[src/hw/rtl/pblru_pkg.sv]
// pblru_pkg: shared types, field widths and status codes for the page buffer
// lru tag manager. No dependencies.
package pblru_pkg;

  localparam int POOL_SLOTS_DEF = 16;

  localparam int ACTION_W = 1;
  localparam int TABLE_W  = 10;
  localparam int PAGE_W   = 32;
  localparam int STATUS_W = 3;
  localparam int SLOT_W   = 4;
  localparam int CFG_W    = 5;

  localparam logic [CFG_W-1:0] CFG_RESET = 5'd16;

  // request actions
  localparam logic ACT_READ  = 1'b0;
  localparam logic ACT_WRITE = 1'b1;

  // result status codes
  localparam logic [STATUS_W-1:0] ST_READ_HIT     = 3'd0;
  localparam logic [STATUS_W-1:0] ST_FILLED       = 3'd1;
  localparam logic [STATUS_W-1:0] ST_CLEAN_EVICT  = 3'd2;
  localparam logic [STATUS_W-1:0] ST_DIRTY_EVICT  = 3'd3;
  localparam logic [STATUS_W-1:0] ST_WRITE_MARKED = 3'd4;
  localparam logic [STATUS_W-1:0] ST_WRITE_MISS   = 3'd5;

  typedef struct packed {
    logic [ACTION_W-1:0] action;
    logic [TABLE_W-1:0]  tbl_id;
    logic [PAGE_W-1:0]   page_no;
  } req_t;

  typedef struct packed {
    logic [STATUS_W-1:0] status;
    logic [SLOT_W-1:0]   slot;
    logic [TABLE_W-1:0]  victim_tbl_id;
    logic [PAGE_W-1:0]   victim_page_no;
  } rsp_t;

  // controller to datapath
  typedef struct packed {
    logic capture;    // latch request
    logic scan;       // tag data for current index is valid
    logic rd_victim;  // read tag memory at victim index
    logic commit;     // finish hit, fill or write miss
    logic evict;      // finish eviction
  } cmd_t;

  // datapath to controller
  typedef struct packed {
    logic scan_hit;
    logic scan_empty;
    logic req_write;
    logic out_free;
  } sts_t;

endpackage

[src/hw/rtl/pblru_dp.sv]
// pblru_dp: tag memory, valid/dirty/rank state, victim tracking and the
// result register. Depends on pblru_pkg; driven by pblru_ctrl commands.
module pblru_dp #(
  parameter int POOL_SLOTS = pblru_pkg::POOL_SLOTS_DEF,
  parameter int IDX_W      = $clog2(POOL_SLOTS)
) (
  input  logic              clk,
  input  logic              rst_n,
  input  pblru_pkg::req_t   in_data,
  input  pblru_pkg::cmd_t   cmd,
  input  logic [IDX_W-1:0]  cur_idx,
  input  logic [IDX_W-1:0]  rd_idx,
  output pblru_pkg::sts_t   sts,
  output logic              out_valid,
  input  logic              out_stall,
  output pblru_pkg::rsp_t   out_data
);
  import pblru_pkg::*;

  localparam int TagW = TABLE_W + PAGE_W;

  logic [TagW-1:0]       tag_mem [POOL_SLOTS];
  logic [TagW-1:0]       rdata_r;
  logic [IDX_W-1:0]      rd_addr;
  logic [IDX_W-1:0]      wr_addr;
  logic                  mem_we;

  logic [POOL_SLOTS-1:0] valid_r, valid_nxt;
  logic [POOL_SLOTS-1:0] dirty_r, dirty_nxt;
  logic [IDX_W-1:0]      rank_r   [POOL_SLOTS];
  logic [IDX_W-1:0]      rank_nxt [POOL_SLOTS];

  req_t                  req_r;
  logic [TagW-1:0]       req_tag;
  logic [IDX_W-1:0]      fidx_r;
  logic                  fhit_r, fempty_r;
  logic [IDX_W-1:0]      best_r, best_nxt;

  logic                  scan_hit, scan_empty;
  logic                  is_write;
  logic                  fill;
  logic                  mr_en, mr_fresh;
  logic [IDX_W-1:0]      mr_slot, mr_old;

  logic                  out_valid_r;
  rsp_t                  out_data_r, rsp_nxt;
  logic                  out_free;

  assign req_tag  = {req_r.tbl_id, req_r.page_no};
  assign is_write = (req_r.action == ACT_WRITE);
  assign fill     = cmd.commit && !is_write && fempty_r;

  // tag memory: one write port, one registered read port
  assign rd_addr = cmd.rd_victim ? best_r : rd_idx;
  assign wr_addr = cmd.evict ? best_r : fidx_r;
  assign mem_we  = fill || cmd.evict;

  always_ff @(posedge clk) begin
    if (mem_we) begin
      tag_mem[wr_addr] <= req_tag;
    end
    rdata_r <= tag_mem[rd_addr];
  end

  // lookup of the slot whose tags arrive this cycle
  assign scan_empty = !valid_r[cur_idx];
  assign scan_hit   = valid_r[cur_idx] && (rdata_r == req_tag);

  // oldest usable slot seen so far
  always_comb begin
    best_nxt = best_r;
    if (cmd.scan) begin
      if ((cur_idx == '0) || (rank_r[cur_idx] > rank_r[best_r])) begin
        best_nxt = cur_idx;
      end
    end
  end

  // recency update
  assign mr_en    = cmd.evict || (cmd.commit && !is_write && (fhit_r || fempty_r));
  assign mr_fresh = fill;
  assign mr_slot  = cmd.evict ? best_r : fidx_r;
  assign mr_old   = rank_r[mr_slot];

  always_comb begin
    for (int i = 0; i < POOL_SLOTS; i++) begin
      rank_nxt[i] = rank_r[i];
      if (mr_en) begin
        if (IDX_W'(i) == mr_slot) begin
          rank_nxt[i] = '0;
        end else if (valid_r[i] && (mr_fresh || (rank_r[i] < mr_old))) begin
          rank_nxt[i] = rank_r[i] + 1'b1;
        end
      end
    end
  end

  always_comb begin
    valid_nxt = valid_r;
    dirty_nxt = dirty_r;
    if (cmd.commit && fhit_r && is_write) begin
      dirty_nxt[fidx_r] = 1'b1;
    end
    if (fill) begin
      valid_nxt[fidx_r] = 1'b1;
      dirty_nxt[fidx_r] = 1'b0;
    end
    if (cmd.evict) begin
      dirty_nxt[best_r] = 1'b0;
    end
  end

  // result
  always_comb begin
    rsp_nxt = '0;
    if (cmd.evict) begin
      rsp_nxt.status         = dirty_r[best_r] ? ST_DIRTY_EVICT : ST_CLEAN_EVICT;
      rsp_nxt.slot           = SLOT_W'(best_r);
      rsp_nxt.victim_tbl_id  = rdata_r[TagW-1:PAGE_W];
      rsp_nxt.victim_page_no = rdata_r[PAGE_W-1:0];
    end else if (fhit_r) begin
      rsp_nxt.status = is_write ? ST_WRITE_MARKED : ST_READ_HIT;
      rsp_nxt.slot   = SLOT_W'(fidx_r);
    end else if (fempty_r && !is_write) begin
      rsp_nxt.status = ST_FILLED;
      rsp_nxt.slot   = SLOT_W'(fidx_r);
    end else begin
      rsp_nxt.status = ST_WRITE_MISS;
    end
  end

  assign out_free = !out_valid_r || !out_stall;

  always_ff @(posedge clk) begin
    if (!rst_n) begin
      valid_r     <= '0;
      dirty_r     <= '0;
      out_valid_r <= 1'b0;
    end else begin
      valid_r <= valid_nxt;
      dirty_r <= dirty_nxt;
      if (cmd.commit || cmd.evict) begin
        out_valid_r <= 1'b1;
      end else if (!out_stall) begin
        out_valid_r <= 1'b0;
      end
    end
  end

  always_ff @(posedge clk) begin
    rank_r <= rank_nxt;
    best_r <= best_nxt;
    if (cmd.capture) begin
      req_r <= in_data;
    end
    if (cmd.scan) begin
      fidx_r   <= cur_idx;
      fhit_r   <= scan_hit;
      fempty_r <= scan_empty;
    end
    if (cmd.commit || cmd.evict) begin
      out_data_r <= rsp_nxt;
    end
  end

  assign sts.scan_hit   = scan_hit;
  assign sts.scan_empty = scan_empty;
  assign sts.req_write  = is_write;
  assign sts.out_free   = out_free;

  assign out_valid = out_valid_r;
  assign out_data  = out_data_r;

  a_no_overwrite: assert property (@(posedge clk) disable iff (!rst_n)
    (cmd.commit || cmd.evict) |-> (!out_valid_r || !out_stall))
    else $error("result register overwritten while held");

  a_cmd_exclusive: assert property (@(posedge clk) disable iff (!rst_n)
    $onehot0({cmd.capture, cmd.scan, cmd.rd_victim, cmd.commit, cmd.evict}))
    else $error("more than one datapath command");

  a_victim_valid: assert property (@(posedge clk) disable iff (!rst_n)
    cmd.evict |-> valid_r[best_r])
    else $error("eviction of an empty slot");

  a_result_follows: assert property (@(posedge clk) disable iff (!rst_n)
    (cmd.commit || cmd.evict) |=> out_valid_r)
    else $error("finished request produced no result");

endmodule

[src/hw/rtl/pblru_ctrl.sv]
// pblru_ctrl: request sequencer and slot limit register.
// Depends on pblru_pkg; drives pblru_dp through cmd_t, reads sts_t.
module pblru_ctrl #(
  parameter int POOL_SLOTS = pblru_pkg::POOL_SLOTS_DEF,
  parameter int IDX_W      = $clog2(POOL_SLOTS)
) (
  input  logic                         clk,
  input  logic                         rst_n,
  input  logic                         in_valid,
  output logic                         in_stall,
  input  logic                         cfg_we,
  input  logic [pblru_pkg::CFG_W-1:0]  cfg_wdata,
  input  pblru_pkg::sts_t              sts,
  output pblru_pkg::cmd_t              cmd,
  output logic [IDX_W-1:0]             cur_idx,
  output logic [IDX_W-1:0]             rd_idx
);
  import pblru_pkg::*;

  localparam logic [2:0] S_IDLE  = 3'd0;
  localparam logic [2:0] S_SCAN  = 3'd1;
  localparam logic [2:0] S_DONE  = 3'd2;
  localparam logic [2:0] S_VRD   = 3'd3;
  localparam logic [2:0] S_EVICT = 3'd4;

  logic [2:0]       state_r, state_nxt;
  logic [IDX_W-1:0] cnt_r, cnt_nxt;
  logic [CFG_W-1:0] cfg_r;
  logic [IDX_W-1:0] lim_last;
  logic             accept;

  // last usable slot index, limit clamped to 1..POOL_SLOTS
  always_comb begin
    if (cfg_r == '0) begin
      lim_last = '0;
    end else if (32'(cfg_r) > 32'(POOL_SLOTS)) begin
      lim_last = IDX_W'(POOL_SLOTS - 1);
    end else begin
      lim_last = IDX_W'(cfg_r - 1'b1);
    end
  end

  assign in_stall = (state_r != S_IDLE);
  assign accept   = in_valid && (state_r == S_IDLE);
  assign cur_idx  = cnt_r;

  always_comb begin
    state_nxt = state_r;
    cnt_nxt   = cnt_r;
    cmd       = '0;
    rd_idx    = '0;
    unique case (state_r)
      S_IDLE: begin
        if (accept) begin
          cmd.capture = 1'b1;
          cnt_nxt     = '0;
          state_nxt   = S_SCAN;
        end
      end
      S_SCAN: begin
        cmd.scan = 1'b1;
        rd_idx   = cnt_r + 1'b1;
        if (sts.scan_hit || sts.scan_empty) begin
          state_nxt = S_DONE;
        end else if (cnt_r == lim_last) begin
          state_nxt = sts.req_write ? S_DONE : S_VRD;
        end else begin
          cnt_nxt = cnt_r + 1'b1;
        end
      end
      S_VRD: begin
        cmd.rd_victim = 1'b1;
        state_nxt     = S_EVICT;
      end
      S_DONE: begin
        if (sts.out_free) begin
          cmd.commit = 1'b1;
          state_nxt  = S_IDLE;
        end
      end
      S_EVICT: begin
        if (sts.out_free) begin
          cmd.evict = 1'b1;
          state_nxt = S_IDLE;
        end else begin
          // keep the victim tags in the read register while the result waits
          cmd.rd_victim = 1'b1;
        end
      end
      default: begin
        state_nxt = S_IDLE;
      end
    endcase
  end

  always_ff @(posedge clk) begin
    if (!rst_n) begin
      state_r <= S_IDLE;
      cfg_r   <= CFG_RESET;
    end else begin
      state_r <= state_nxt;
      if (cfg_we) begin
        cfg_r <= cfg_wdata;
      end
    end
  end

  always_ff @(posedge clk) begin
    cnt_r <= cnt_nxt;
  end

  a_scan_in_range: assert property (@(posedge clk) disable iff (!rst_n)
    (state_r == S_SCAN) |-> (cnt_r <= lim_last))
    else $error("scan index beyond usable slots");

  a_capture_starts_scan: assert property (@(posedge clk) disable iff (!rst_n)
    cmd.capture |=> (state_r == S_SCAN) && (cnt_r == '0))
    else $error("accepted request did not start at slot zero");

  a_victim_read_before_evict: assert property (@(posedge clk) disable iff (!rst_n)
    cmd.rd_victim |=> (state_r == S_EVICT))
    else $error("victim read not followed by eviction");

endmodule

[src/hw/rtl/page_buffer_lru_tag_manager.sv]
// page_buffer_lru_tag_manager: top level of the page buffer tag and lru
// replacement controller. Depends on pblru_pkg, pblru_ctrl and pblru_dp.
//
//   channel | ports                        | direction | transaction when
//   --------+------------------------------+-----------+----------------------------
//   in      | in_valid, in_stall, in_data  | input     | in_valid && !in_stall
//   out     | out_valid, out_stall, out_data | output  | out_valid && !out_stall
//   cfg     | cfg_we, cfg_wdata            | input     | cfg_we (slot limit register)
//
// one request at a time: an accept step, then the slots are scanned in order
// (tag memory has a single registered read port), then a finish step; a read miss
// on a full pool adds a victim tag read step before the finish step.
// reset is synchronous on rst_n: all slots empty and clean, limit set to 16.
// a waiting result sits in an output register; the finish step waits only
// while that register is full and out_stall is high. in_stall is high from
// accept until the request's result is written into the output register.
module page_buffer_lru_tag_manager #(
  parameter int POOL_SLOTS = pblru_pkg::POOL_SLOTS_DEF
) (
  input  logic                         clk,
  input  logic                         rst_n,
  // request channel
  input  logic                         in_valid,
  output logic                         in_stall,
  input  pblru_pkg::req_t              in_data,
  // result channel
  output logic                         out_valid,
  input  logic                         out_stall,
  output pblru_pkg::rsp_t              out_data,
  // slot limit register
  input  logic                         cfg_we,
  input  logic [pblru_pkg::CFG_W-1:0]  cfg_wdata
);
  import pblru_pkg::*;

  localparam int IdxW = $clog2(POOL_SLOTS);

  cmd_t            cmd;
  sts_t            sts;
  logic [IdxW-1:0] cur_idx;
  logic [IdxW-1:0] rd_idx;

  // sequencer: walks slots 0..limit-1, picks the finish path
  pblru_ctrl #(
    .POOL_SLOTS (POOL_SLOTS),
    .IDX_W      (IdxW)
  ) u_ctrl (
    .clk       (clk),
    .rst_n     (rst_n),
    .in_valid  (in_valid),
    .in_stall  (in_stall),
    .cfg_we    (cfg_we),
    .cfg_wdata (cfg_wdata),
    .sts       (sts),
    .cmd       (cmd),
    .cur_idx   (cur_idx),
    .rd_idx    (rd_idx)
  );

  // tags, recency ranks, victim search and result register
  pblru_dp #(
    .POOL_SLOTS (POOL_SLOTS),
    .IDX_W      (IdxW)
  ) u_dp (
    .clk       (clk),
    .rst_n     (rst_n),
    .in_data   (in_data),
    .cmd       (cmd),
    .cur_idx   (cur_idx),
    .rd_idx    (rd_idx),
    .sts       (sts),
    .out_valid (out_valid),
    .out_stall (out_stall),
    .out_data  (out_data)
  );

endmodule
[config.mk]
export PLATFORM = sky130hd
export DESIGN_NAME = page_buffer_lru_tag_manager
export DESIGN_NICKNAME = d
export VERILOG_FILES = /design/src/hw/rtl/pblru_pkg.sv /design/src/hw/rtl/pblru_dp.sv /design/src/hw/rtl/pblru_ctrl.sv /design/src/hw/rtl/page_buffer_lru_tag_manager.sv
export SDC_FILE = /design/constraint.sdc
export NUM_CORES = 1
export LEC_CHECK = 0
export BUFFER_PORTS_ARGS = -buffer_cell sky130_fd_sc_hd__buf_2
export CORE_UTILIZATION = 45
export DETAILED_ROUTE_END_ITERATION = 16
export GPL_TIMING_DRIVEN = 0
export PLACE_DENSITY = 0.68
export SYNTH_ARGS = -nofsm -noshare
export SYNTH_HDL_FRONTEND = slang
export SYNTH_HIERARCHICAL = 1
export SYNTH_SLANG_ARGS = --single-unit
[constraint.sdc]
create_clock -name clk -period 12.2 [get_ports clk]
set_input_delay 1.22 -clock clk [delete_from_list [all_inputs] [get_ports clk]]
set_output_delay 1.22 -clock clk [all_outputs]
set_load 0.005 [all_outputs]
# Word level (Yosys, flattened, before mapping)
# Memory sizes are Yosys's and may differ from the RTL's. A register that Yosys moved wholly into a read port is not among the register bits.
# Index checks and enable logic that the tools add are counted.
# W data, S select, Z words.
totals:
  reg_bits: 211
  latch_bits: 0
  mem_bits_rw: 672
  rom_bits: 0
  wordCells: 278
  n_memories: 1
mem_list:
  columns: ["name", "depth", "width", "rd", "rd_clocked_by_memory_dff", "wr", "line", "rtl"]
  rows:
  - ["u_dp.tag_mem", 16, 42, 1, 1, 1, "pblru_dp.sv:22", "logic [TagW-1:0] tag_mem [POOL_SLOTS];"]
op_classes:
  add_sub_neg: 18
  multipliers: 0
  n_div: 0
  n_lt_le_gt_ge: 26
  n_eq_ne: 27
  shift: 0
  n_mux: 69
  bitwise_logic: 9
  n_reduce_logical: 95
ops:
  columns: ["op", "n"]
  rows:
  - ["$mux W4", 31]
  - ["$add A4 B1 Y4 const B", 17]
  - ["$lt A4 B4 Y1", 16]
  - ["$bmux W4 S4", 3]
  - ["$mux W16", 3]
  - ["$eq A42 B42 Y1", 1]
  - ["$reduce_and A2 Y1", 17]
  - ["$reduce_bool A2 Y1", 17]
  - ["$and A16 B16 Y16", 2]
  - ["$eq A4 B4 Y1 const A", 8]
  - ["$not A16 Y16", 2]
  - ["$or A16 B16 Y16", 2]
  - ["$logic_and A1 B1 Y1", 26]
  - ["$logic_or A1 B1 Y1", 23]
  - ["$mux W3", 6]
  - ["$mux W1", 17]
  - ["$eq A3 B4 Y1 const A", 4]
  - ["$ge A5 B5 Y1 const B", 3]
  - ["$lt A4 B5 Y1 const B", 3]
  - ["$not A4 Y5", 3]
  - ["$mux W7", 2]
  - ["$pmux W3 S4", 1]
  - ["$bmux W1 S4", 2]
  - ["$demux W1 S4", 2]
  - ["other kinds (23)", 33]

# Longest topological paths before layout
logic_depth:
  ltp_word: 14
  mapped_depth: 16
  ltp_nobuf: 13

# By module
# Netlist, hierarchy kept.
modules_own_cells:
  columns: ["module", "n_inst", "cells_each", "area_per_inst_um2"]
  rows:
  - ["pblru_dp", 1, 2139, 38046.5]
  - ["pblru_ctrl", 1, 82, 783.3]

# Worst setup path after synthesis
# OpenSTA, ideal clock, no wires.
synth_path:
  path_type: "input-to-reg"
  start: "in out_stall"
  end: "mem u_dp/tag_mem[0][0] (netlist bit) (enable)"
  setup_ns: 0.493
  t_arrival_ns: 5.922
  t_required_ns: 11.707
  path_slack_ns: 5.784
  cell_stages: 8
  cell_sequence: "nand2_1 > buf_4 > nor4bb_1 > buf_4 > mux2i_2 > buf_2 > nand2_1 > nor3_1"
synth_rtl:
  columns: ["element", "line", "rtl"]
  rows:
  - ["from (decl)", "page_buffer_lru_tag_manager.sv:28", "input logic out_stall,"]
  - ["to (decl)", "pblru_dp.sv:22", null]

==> impl.org <==
** Cells and area
- The net count of the finished layout is about 2600.
- The filler cells instantiated in the layout total about 6700.
- The multi-input combinational cells in the finished layout cover a total of 11450 µm².
- Number of inserted diodes :: 0
- Final standard cell count with taps included and fillers excluded :: between 3000 and 4000
- In the final layout, the share of cells above drive strength 1 is 0.2385.
- Relative to the synthesized area, the layout overhead comes to 15.93%.
- The sequential cells in the finished layout cover a total of about 27000 µm².
- Final std cell area, no fill :: about 45000 µm²

** Worst setup path
- Most repeated library cell on the critical path :: sky130_fd_sc_hd__a21oi_1
- The largest single stage delay on the critical path is 1.04 ns.
- Slowest-stage cell, CP :: sky130_fd_sc_hd__nor4bb_1
- The worst setup path is captured at a flip-flop.
- The worst register-to-register path begins at u_ctrl/state_r[0]$_SDFFE_PN0P_.
- Data arrival time at the worst-slack endpoint :: ~6.4 ns
- Walking the worst path, the cells encountered are buf_2 -> nand2_1 -> buf_4 -> nor4bb_1 -> mux2i_1 -> clkbuf_1 -> mux4_2 -> nand2_1 -> o31ai_4 -> buf_16 -> ha_1 -> a21oi_1 -> nor2b_1 -> nor4b_1 -> a21oi_1 -> a21oi_1.
- In this run the critical register-to-register path is captured at u_dp/rank_r[34]$_SDFFCE_PN0P_.
- Type of the setup path with the least slack :: primary input to flip-flop
- Setup slack on the worst reg-to-reg path comes out at between 6 and 7 ns.
- For the worst flop-to-flop path, the logic depth is 14.
- Critical path buffers and inverters :: 4
- Kind of start point of the critical path :: primary input
- Largest delay share family, worst path :: simple AND/OR/NAND/NOR gates
- Critical Path RT :: 12.52 ns
- Along the worst path, the maximum fanout reaches 12.

** Routing
- Signal routing reaches up to met4.
- Using the TritonRoute via totals, the vias-per-cell ratio works out to between 6 and 7.
- Detailed routing placed a total of ~49000 µm of wire on met2.
- Number of vias after detailed routing :: 22180
- Summed over all layers, the routed wires come to between 90000 and 100000 µm.
- For this run, design rule violations remaining after detail routing come to 0.
- First-pass detailed-route iteration total :: 6
- Once detail routing completed, the nets flagged for antenna violations numbered 0.
- The detailed router put a total of roughly 41000 µm of wire on met1.
- Count of routing violations after the opening detailed-route iteration :: between 2000 and 2500
- Routed wire length on met3 :: approximately 7200 µm
- Average routed wire per standard cell :: approximately 27 µm

** Synthesis
- Syn Area/Cell :: approximately 17 µm²
- The share of the Yosys chip area taken by registers is 0.6939.
- Mux share of post-synthesis cell area :: 0.1379
- Syn Nets :: roughly 2300
- After synthesis, the largest family of logic cells by area is multiplexers.
- Number of enable-type register cells in the synthesized netlist :: ~840
- Synthesis instantiated 60 different standard cells from the library.
- The most used flip-flop cell after synthesis is sky130_fd_sc_hd__edfxtp_1.
- Synthesis produced a netlist whose cell count is ~2200.
- Synth Area in Adders :: 0.02339
- Synth warn :: 6
- Post-synthesis xor/xnor area fraction :: 0.01759
- Of the total synthesized cell area, the portion taken by AND, OR, NAND and NOR gates is 0.06886.
- Async set-or-reset flop fraction in the synthesized netlist :: 0
- In this run, synthesis produced a sequential element count of roughly 930.
- Summed instance area of the synthesized netlist :: ~39000 µm²
- Fraction of the mapped netlist area in compound gates :: 0.04299

** Die
- For this design the top-level I/O count stands at about 100.
- Vert. Die Dim :: roughly 300 µm
- Core Footprint :: roughly 85000 µm²
- In this run the horizontal extent of the chip is between 200 and 300 µm.
- For this configuration, the core starts out at a cell density of 0.4553.
- The floorplan has ~110 rows.
- Die footprint :: ~90000 µm²

** Power
- Power per unit of standard cell area :: around 160 nW/µm²
- IR analysis of the VDD net gives a maximum drop of ~110 µV.
- Final Power :: 7070 µW
- Reported leakage power :: 0.01508 µW

** Timing
- Highest attainable clock frequency :: 0.1632 GHz
- Final hold analysis gives a worst-case slack of approximately 0.51 ns.
- Setup repair after global routing left no endpoint under its margin.
- Max-slew headroom at the worst pin :: 0.01839
- Crit path time final :: slightly above 6 ns
- For the pin with the worst max-slew slack, the measured transition is between 1 and 1.5 ns.
- Fin. Hold Viols :: 0
- Count of endpoints failing setup in the final report :: 0
- Of the available clock period, the critical path in the final layout requires 0.5023.
- After routing, the total negative slack on setup checks comes to 0 ns.
- Slew Limit Fails :: 0
- Between clock sinks in the finished design, the worst skew comes to between 0.04 and 0.05 ns.

** Clock network
- Once the clock tree was built, the setup fixing pass inserted 0 buffers.
- Clock-pin slew was measured on the worst setup and hold paths at roughly 0.06 ns.
- For the worst-skew pair, the clock arrives at the later sink with an insertion delay of approximately 0.67 ns.
- Cells resized by post-CTS repair :: 0
- TritonCTS sink count :: 925
- Depth of the CTS H-tree :: 3
- The clock passes through at most 3 buffers.
- CTS placed an instance of sky130_fd_sc_hd__clkbuf_16 at the clock tree root.
- Hold repair after CTS inserted 0 buffers.
- Clock tree from TritonCTS :: done
- Num CTS Buffers :: 92

** Global route
- Entering global routing, the biggest net connects 42 pins.
- The initial antenna violation count came to 4.
- Global-route usage over all layers :: 0.2284
- The first global-routing pass estimated around 150000 µm of wire.
- Overflow left after global routing :: 0
- The number of global-route vias before repair was ~22000.

** Hold path
- For hold timing, the worst endpoint is u_dp/dirty_r[6]$_SDFF_PN0_.
- The startpoint identified for the worst hold timing path is u_dp/dirty_r[6]$_SDFF_PN0_.
- Cell count of the worst hold path :: 2
- Type of the worst min-delay path :: flip-flop to flip-flop

** Placement
- HPWL Detailed :: around 70000 µm
- The congestion estimate from routability-driven global placement came to about 0.91.
- After detailed placement, the design holds a cell count of around 3500.
- The count of buffers added on input and output ports is 102.
- Summing all placed instances gives a cell area of around 42000 µm².

** Outcome
- The run finished with clean final reports.

** Job
- # Max-Cap Violations :: 0
## Yosys cell counts, drive strengths merged, types with 6 or more instances
master | instances | area, µm²
a22o | 16 | 141.4
mux4 | 222 | 5000
ha | 71 | 888.4
inv | 11 | 41.29
xor2 | 39 | 341.6
nand4 | 24 | 150.1
and2 | 88 | 550.5
dfxtp | 83 | 1662
o21ai | 20 | 100.1
a31oi | 46 | 287.8
a21oi | 62 | 310.3
xnor2 | 39 | 341.6
nand2 | 133 | 499.2
mux2 | 6 | 67.56
nor3 | 38 | 190.2
nor4b | 17 | 148.9
o21a | 18 | 135.1
clkbuf | 58 | 217.7
and3 | 7 | 43.79
nor2 | 82 | 307.8
mux2i | 28 | 287.8
a311oi | 7 | 61.31
nor2b | 59 | 369.1
edfxtp | 842 | 25280
nor4 | 6 | 37.54
buf | 55 | 335.3
nand3 | 38 | 190.2
a211oi | 59 | 442.9
## final cells by class
type | count | share of cell area
plain buffers | 113 | 0.01228
well taps | 1144 | 0.03180
clock inverters | 61 | 0.01448
inverters | 11 | 0.0009172
multi-input cells | 1172 | 0.2544
repair buffers | 143 | 0.03130
flip-flops and latches | 925 | 0.5986
clock buffers | 112 | 0.05628
## state kept, by name (all words and copies together), names as in the netlist
register and count:
u_dp/tag_mem 672, u_dp/rank_r 64, u_dp/out_data 49, u_dp/rdata_r 42, u_dp/req_r 42, u_dp/dirty_r 16
u_dp/valid_r 16, u_ctrl/cfg_r 5, u_ctrl/cur_idx 4, u_dp/best_r 4, u_dp/fidx_r 4, u_ctrl/state_r 3
u_dp/fempty_r 1, u_dp/fhit_r 1, u_dp/is_write 1, u_dp/out_valid 1
## cell families (layout without fill, tap and decap cells)
| group | count (synthesis) | in the layout |
|---|---|---|
| multiplexers | 256 | 256 |
| adder cells (fa/ha/maj) | 73 | 73 |
| AND/OR/NAND/NOR | 516 | 516 |
| buffers and inverters | 124 | 440 |
| flip-flops | 925 | 925 |
| AO/OA/AOI/OAI | 249 | 249 |
| XOR/XNOR | 78 | 78 |
## through the flow
step / setup WS [ns] / utilization
6_report: 6.072 / 0.5279
2_1_floorplan: 5.784 / -
3_3_place_gp: 0.3652 / 0.4781
4_1_cts: 6.194 / 0.5279
5_1_grt: 5.818 / 0.5279
3_5_place_dp: 5.500 / 0.4905
## worst min-delay path: cells and delay by family, from the launching register on
kind / cells / cell delay (ns)
AOI/OAI and AO/OA: 1 / 0.11
and+or+nand+nor: 1 / 0.05
DFF: 1 / 0.31
## routing by layer
metal | up-vias | GRT usage
met5 | - | 0
met4 | 0 | 0.07924
met3 | 170 | 0.03223
met2 | 1009 | 0.3769
met1 | 11610 | 0.3113
li1 | 9388 | -
## where the power goes
part	total (µW)	internal, µW	switching [µW]
Sequential	3600	3520	83.3
Clock	2920	1710	1210
Combinational	546	228	319
## worst max-delay path by stage
stage | depth (start not counted) | slack [ns] | to | from
3_3_place_gp | 8 | 0.37 | u_dp/tag_mem[0][18]$_DFFE_PP_ | out_stall
3_5_place_dp | 16 | 5.50 | u_dp/rank_r[34]$_SDFFCE_PN0P_ | out_stall
6_report | 16 | 6.07 | u_dp/rank_r[34]$_SDFFCE_PN0P_ | out_stall
4_1_cts | 16 | 6.19 | u_dp/rank_r[35]$_SDFFCE_PN0P_ | out_stall
2_1_floorplan | 8 | 5.78 | u_dp/tag_mem[0][0]$_DFFE_PP_ | out_stall
5_1_grt | 16 | 5.82 | u_dp/rank_r[41]$_SDFFCE_PN0P_ | out_stall
## cell usage in the layout, fill, tap and decap left out, types with 10 or more instances in the layout
cell type,Yosys,final
sky130_fd_sc_hd__edfxtp_1,842,842
sky130_fd_sc_hd__mux4_2,222,222
sky130_fd_sc_hd__nand2_1,133,133
sky130_fd_sc_hd__buf_2,28,130
sky130_fd_sc_hd__clkbuf_16,0,97
sky130_fd_sc_hd__and2_1,84,83
sky130_fd_sc_hd__dfxtp_1,83,83
sky130_fd_sc_hd__nor2_1,82,82
sky130_fd_sc_hd__ha_1,71,71
sky130_fd_sc_hd__clkbuf_1,58,68
sky130_fd_sc_hd__a21oi_1,62,62
sky130_fd_sc_hd__a211oi_1,59,59
sky130_fd_sc_hd__a31oi_1,46,46
sky130_fd_sc_hd__nor2b_1,59,44
sky130_fd_sc_hd__xnor2_1,39,39
sky130_fd_sc_hd__xor2_1,39,39
sky130_fd_sc_hd__nand3_1,38,38
sky130_fd_sc_hd__nor3_1,38,37
sky130_fd_sc_hd__mux2i_1,26,26
sky130_fd_sc_hd__nand4_1,24,24
sky130_fd_sc_hd__clkinv_2,0,22
sky130_fd_sc_hd__o21ai_0,20,20
sky130_fd_sc_hd__buf_4,19,19
sky130_fd_sc_hd__o21a_1,18,18
sky130_fd_sc_hd__nor4b_1,17,17
sky130_fd_sc_hd__buf_16,0,17
sky130_fd_sc_hd__buf_12,0,17
sky130_fd_sc_hd__nor2b_4,0,15
sky130_fd_sc_hd__a22o_1,15,15
sky130_fd_sc_hd__clkinv_1,0,14
sky130_fd_sc_hd__bufinv_16,0,10
sky130_fd_sc_hd__inv_1,11,10
No activity file was read; power rests on OpenSTA's default activity.
